==> src/rtl/core/tssu_pkg.sv <==
package tssu_pkg;

	localparam logic OP_LOAD   = 1'b0;
	localparam logic OP_UPDATE = 1'b1;

	localparam logic [1:0] CFG_SITES_IN_USE = 2'd0;
	localparam logic [1:0] CFG_KEEP_WILD    = 2'd1;
	localparam logic [1:0] CFG_MUTATION     = 2'd2;

	localparam logic [10:0] SITES_RESET     = 11'd1024;
	localparam logic [31:0] KEEP_WILD_RESET = 32'd2526451350;
	localparam logic [31:0] MUTATION_RESET  = 32'd118111600;
	localparam logic [10:0] COUNT_MAX       = 11'd2047;

	typedef struct packed {
		logic        op;
		logic [9:0]  load_index;
		logic        load_mutant;
		logic [31:0] choice_draw;
		logic [31:0] mutation_draw;
	} in_item_t;

	typedef struct packed {
		logic [9:0]  site_index;
		logic        new_mutant;
		logic        at_boundary;
		logic        sweep_last;
		logic [10:0] wall_count;
		logic [10:0] wild_count;
	} out_item_t;

	// position sequencer flags for the site being issued
	typedef struct packed {
		logic last;     // final site of the sweep
		logic src_odd;  // sweep reads the odd buffer
	} seq_flags_t;

	// write port of the site store
	typedef struct packed {
		logic en;
		logic odd;
		logic data;
	} site_wr_t;

endpackage

==> src/rtl/core/tssu_seq.sv <==
module tssu_seq #(
	parameter int LATTICE_MAX = 1024
) (
	input  logic                           clk,
	input  logic                           arst_n,
	input  logic                           step,
	input  logic [10:0]                    sites_in_use,
	output logic [$clog2(LATTICE_MAX)-1:0] pos,
	output logic [$clog2(LATTICE_MAX)-1:0] nb,
	output tssu_pkg::seq_flags_t           flags
);

	localparam int IW = $clog2(LATTICE_MAX);
	localparam int RW = $clog2(LATTICE_MAX + 1);
	localparam int CW = (RW > 11) ? RW : 11;

	logic [IW-1:0] pos_q;
	logic          odd_q;
	logic [CW-1:0] siu_w;
	logic [CW-1:0] ring_c;
	logic [RW-1:0] ring;
	logic [IW-1:0] ring_top;
	logic [IW-1:0] cur;
	logic          last;

	// ring length clamped to 4..LATTICE_MAX
	always_comb begin
		siu_w = CW'(sites_in_use);
		if (siu_w < CW'(4)) begin
			ring_c = CW'(4);
		end else if (siu_w > CW'(LATTICE_MAX)) begin
			ring_c = CW'(LATTICE_MAX);
		end else begin
			ring_c = siu_w;
		end
	end

	assign ring     = ring_c[RW-1:0];
	assign ring_top = IW'(ring - 1'b1);
	assign cur      = (RW'(pos_q) >= ring) ? '0 : pos_q;
	assign last     = (RW'(cur) + 1'b1) == ring;

	always_comb begin
		if (odd_q) begin
			nb = (cur == '0) ? ring_top : cur - 1'b1;
		end else begin
			nb = last ? '0 : cur + 1'b1;
		end
	end

	always_ff @(posedge clk or negedge arst_n) begin
		if (!arst_n) begin
			pos_q <= '0;
			odd_q <= 1'b1;
		end else if (step) begin
			if (last) begin
				pos_q <= '0;
				odd_q <= ~odd_q;
			end else begin
				pos_q <= cur + 1'b1;
			end
		end
	end

	assign pos           = cur;
	assign flags.last    = last;
	assign flags.src_odd = ~odd_q;

endmodule

==> config.mk <==
export PLATFORM = sky130hd
export DESIGN_NAME = tssu_seq
export DESIGN_NICKNAME = d
export VERILOG_FILES = /design/src/rtl/core/tssu_pkg.sv /design/src/rtl/core/tssu_seq.sv
export SDC_FILE = /design/constraint.sdc
export NUM_CORES = 1
export LEC_CHECK = 0
export ABC_AREA = 1
export BUFFER_PORTS_ARGS = -buffer_cell sky130_fd_sc_hd__buf_2
export CAP_MARGIN = 20
export CORE_ASPECT_RATIO = 1.25
export CORE_UTILIZATION = 57
export CTS_CLUSTER_DIAMETER = 150
export DETAILED_ROUTE_END_ITERATION = 10
export PLACE_DENSITY = 0.84
export SYNTH_ARGS = -nofsm -noshare
export SYNTH_HDL_FRONTEND = slang
export SYNTH_SLANG_ARGS = --single-unit
==> constraint.sdc <==
create_clock -name clk -period 4.43 [get_ports clk]
set_clock_uncertainty 0.05 [all_clocks]
set_input_delay 0.2215 -clock clk [delete_from_list [all_inputs] [get_ports clk]]
set_output_delay 0.2215 -clock clk [all_outputs]
set_load 0.05 [all_outputs]
==> reports/summary.md <==
The flow ran to the end, and the final reports show no timing, DRC or antenna violations. The slowest stage cell on the critical path was ha_4. In this run the cell area of the synthesized design comes to 2050 um2. In this run the power spent charging and discharging nets is 1.01 mW. Register clock-pin slew on the reported worst setup and hold paths: 0.05 ns. Leaving out fill and tap cells, the most frequent cells in the layout are 114 x nand2_1, 53 x inv_1, 53 x nand3_1, 27 x nor2_1, 23 x buf_2.

The clock root buffer was clkbuf_8. The fraction of final layout cells sized beyond drive strength 1 came out at 0.304. The run gives 0 as the number of endpoints failing setup at the final stage.

For the total number of nets in the final design, the log shows 452. The fraction of power consumed by combinational cells was 0.830; the gate count of the mapped netlist was 371. Overall power consumption after layout is estimated at 1.65 mW. The Yosys step of the flow raised 0 warnings. The path class of the tightest hold or removal check is input port to register.

The tools report the effective utilization at floorplan as 0.595. Floorplan die area: 3850 um2. For the pin with the worst max-slew slack, the measured transition is 0.497 ns. For the H-tree level count, the log shows 1. For the number of design rule violations left after detail routing, the log shows 0.

Category of cells accounting for the largest share of critical-path delay: simple AND/OR/NAND/NOR gates. The data required time of the critical path came out at 4.16 ns. For this design, the sink count on the clock tree is 11.

The cell seen most often among critical-path stages is nor2_1. Aggregate global-route resource usage: 0.322. The fraction of synthesized cell area in xor and xnor cells is 0.00853, and the proportion of power drawn by flip-flops and latches is 0.110.

The post-layout worst setup margin was 0.112 ns; the sequential area share after synthesis was 0.135. TritonCTS built the clock tree. Along the worst path, the maximum fanout reaches 6. Path type of the worst setup path: input port to output pin. The congestion estimate from routability-driven global placement came to 0.956.

The post-placement worst setup slack was 0.0000471 ns. The internal power of the cells totals 0.639 mW. The number of clock buffers added by TritonCTS is 3.

Using the TritonRoute via totals, the vias-per-cell ratio works out to 5.76. Final hold analysis gives a worst-case slack of 0.284 ns. Setup repair after global routing could not meet its margin everywhere. The sum of buffers and inverters on the critical path is 4. The number of inserted filler cells in the final layout was 242; the area share of and/or/nand/nor cells after synthesis was 0.558. The later pin in the worst-skew pair is clocked with a latency of 0.24 ns. In the final routed layout, each cell accounts on average for 15.0 um. The worst reg-to-reg path cell count is 22. The number of placement rows is 24.

Averaged over all synthesized cells, the footprint is 5.53 um2. The number of antenna violations at the first check in global routing was 0. The number of nets handed over by synthesis was 398.

The die is 55.7 um wide. The ratio of final minimum period to clock period was 0.975; the count of input and output buffers was 35. Counting I/O delays and the setup requirement, the final critical path takes 4.32 ns. After synthesis, the largest family of logic cells by area is simple AND/OR/NAND/NOR gates.

Counting flops and latches in the post-synthesis netlist gives 11. Max-slew violation total from the final report: 0. Counting tap cells, the placed design contains a total of 448 instances. The total of max-cap violations came out at 0.

STA classifies the critical path endpoint as an output pin. For this design the ratio of total power to cell area is 605 nW/um2. The cell count along the critical path was 28. The library cell used most frequently in the layout, excluding fill and tap cells, is nand2_1. The number of different library cells used by synthesis comes to 33. For the highest clock rate, the log shows 0.232 GHz.

The largest voltage drop on the vdd net was 0.697 mV. For this run the aggregate overflow at the end of global routing stands at 0. Startpoint kind of the worst setup timing path: an input port.

The via count of the first global-routing pass was 2,224; the wire length of the first global-routing pass was 9970 um. The repair_antennas step left the layout with diodes totalling 0. After detailed routing, the total wire length is 6950 um. Pin placement for this block handled 36 I/O pins.

The logs give 0 for the count of endpoints failing hold in the final timing report and 228 for the violation count after the first detailed-route iteration. For the maximum buffer depth of the clock tree, the log shows 2. The run gives 0.665 as the worst slew slack as a fraction of its limit. The arithmetic-cell share of the synthesized area counting full adders, half adders and majority gates is 0.0792, and the post-detailed-route count of antenna-violating nets is 0. The fraction of power spent switching nets works out to 0.613.

The fraction of synthesized area in multiplexers works out to 0. Before antenna repair, the detailed router went through 5 iterations. The tools report the maximum number of pins on one net before global-route repair as 16.

Share of the synthesized area in compound gates (AO/OA/AOI/OAI): 0.0731. The number of cells on the worst hold path came out at 3. The placeable core region was 3450 um2. For the static leakage, the log shows 1.58 nW. The area growth from synthesis to layout is 33.1%. At the worst endpoint, the arrival time is 4.05 ns. Summed over all nets, the half-perimeter wirelength after detailed placement is 5070 um.

In this design, the stage delay of the slowest critical-path cell is 0.29 ns. After the flow finishes, the layout carries non-filler instances totaling 463. Portion of total power attributed to the clock network: 0.061.

The via total after detailed routing was 2,667; the die extent in y was 69.1 um.
-- synthesized netlist by cell type (all sizes together) --
cell type  number  area [um2]
nand2         130         498
nand3          64         343
inv            62         233
nor2           42         190
o21ai          14        88.8
ha             13         163
dfrtp          10         250
nand4           9        62.6
buf             6        56.3
a21oi           5        25.0
nand3b          4        30.0
clkbuf          2        7.51
or2             2        12.5
xor2            2        17.5
clkinv          1        3.75
dfstp           1        26.3
nor3            1        10.0
o21bai          1        7.51
o31ai           1        12.5
o41ai           1        16.3
-- power groups by stage --
stage	Combinational [mW]	Clock [mW]	Sequential, mW
2_1_floorplan	0.904	0	0.160
3_3_place_gp	1.13	0	0.174
3_5_place_dp	1.15	0	0.175
4_1_cts	1.15	0.102	0.173
5_1_grt	1.47	0.107	0.185
6_report	1.37	0.101	0.181
-- metal layers --
layer | GRT usage | up-vias | wire length (um)
met5 | 0 | - | 0
met1 | 0.392 | 1178 | 2540
met4 | 0.183 | 0 | 477
li1 | - | 1286 | -
met3 | 0.0638 | 40 | 590
met2 | 0.523 | 163 | 3340
-- cell type report --
type	instances	area (um2)	share of cell area
Clock buffer	4	45.0	0.0165
Multi-Input combinational cell	290	1720	0.629
Timing Repair Buffer	56	407	0.149
Inverter	63	236	0.0865
Sequential cell	11	277	0.101
Tap cell	39	48.8	0.0179
-- registers in the layout (all words and copies together) (netlist names) --
name	cells
pos_q	10
odd_q	1
-- cell families (layout without fill, tap and decap cells) --
| logic type | count (synthesis) | count (layout) |
|---|---|---|
| xor gates and xnor gates | 2 | 2 |
| adders and majority gates | 13 | 13 |
| AOI/OAI and AO/OA | 22 | 22 |
| and+or+nand+nor | 252 | 253 |
| DFF | 11 | 11 |
| buffers and inverters | 71 | 123 |
-- worst register-to-register path, stage by stage (launching register included) --
cell and delay (ns):
dfrtp_1 0.55, ha_4 0.27, nand2_2 0.07, nor2_1 0.05, nor2_1 0.16, nor2_1 0.07, nor2_2 0.15, nand2_2 0.10
nor2_4 0.17, inv_2 0.08, ha_4 0.29, xor2_2 0.15, nand2_1 0.08, nor2_2 0.12, nand3_2 0.08, nor2_1 0.11
nand3_1 0.13, nor2_4 0.21, nand3_4 0.12, buf_4 0.16, buf_4 0.16, nand3_1 0.08, nand2_1 0.06
-- timing repair --
action	in CTS	in global routing
hold endpoints to repair	10	0
setup buffers	0	9
hold buffers	1	0
pin swaps	0	24
gates resized for setup	1	78
endpoints found under the setup margin	10	21
gates cloned	0	1
-- stage by stage --
step	util	instance area (um2)	setup TNS [ns]
floorplan	-	2060	0
global placement	0.666	2300	0
detailed placement	0.666	2300	0
CTS	0.684	2360	0
global route	0.791	2730	-1.26
finish	0.791	2730	0
-- path summary, 6_finish.rpt --
kind                                      start                    to  slack [ns]
hold reg to reg               odd_q$_DFFE_PN1P_     odd_q$_DFFE_PN1P_        0.51
setup reg to reg           pos_q[2]$_DFFE_PN0P_  pos_q[4]$_DFFE_PN0P_        0.83
setup / recovery                sites_in_use[6]                 nb[2]        0.11
min in group asynchronous                arst_n  pos_q[6]$_DFFE_PN0P_        0.33
hold / removal                             step     odd_q$_DFFE_PN1P_        0.28
max in group asynchronous                arst_n     odd_q$_DFFE_PN1P_        3.74
Note: power is estimated with default switching activity, not from simulation.
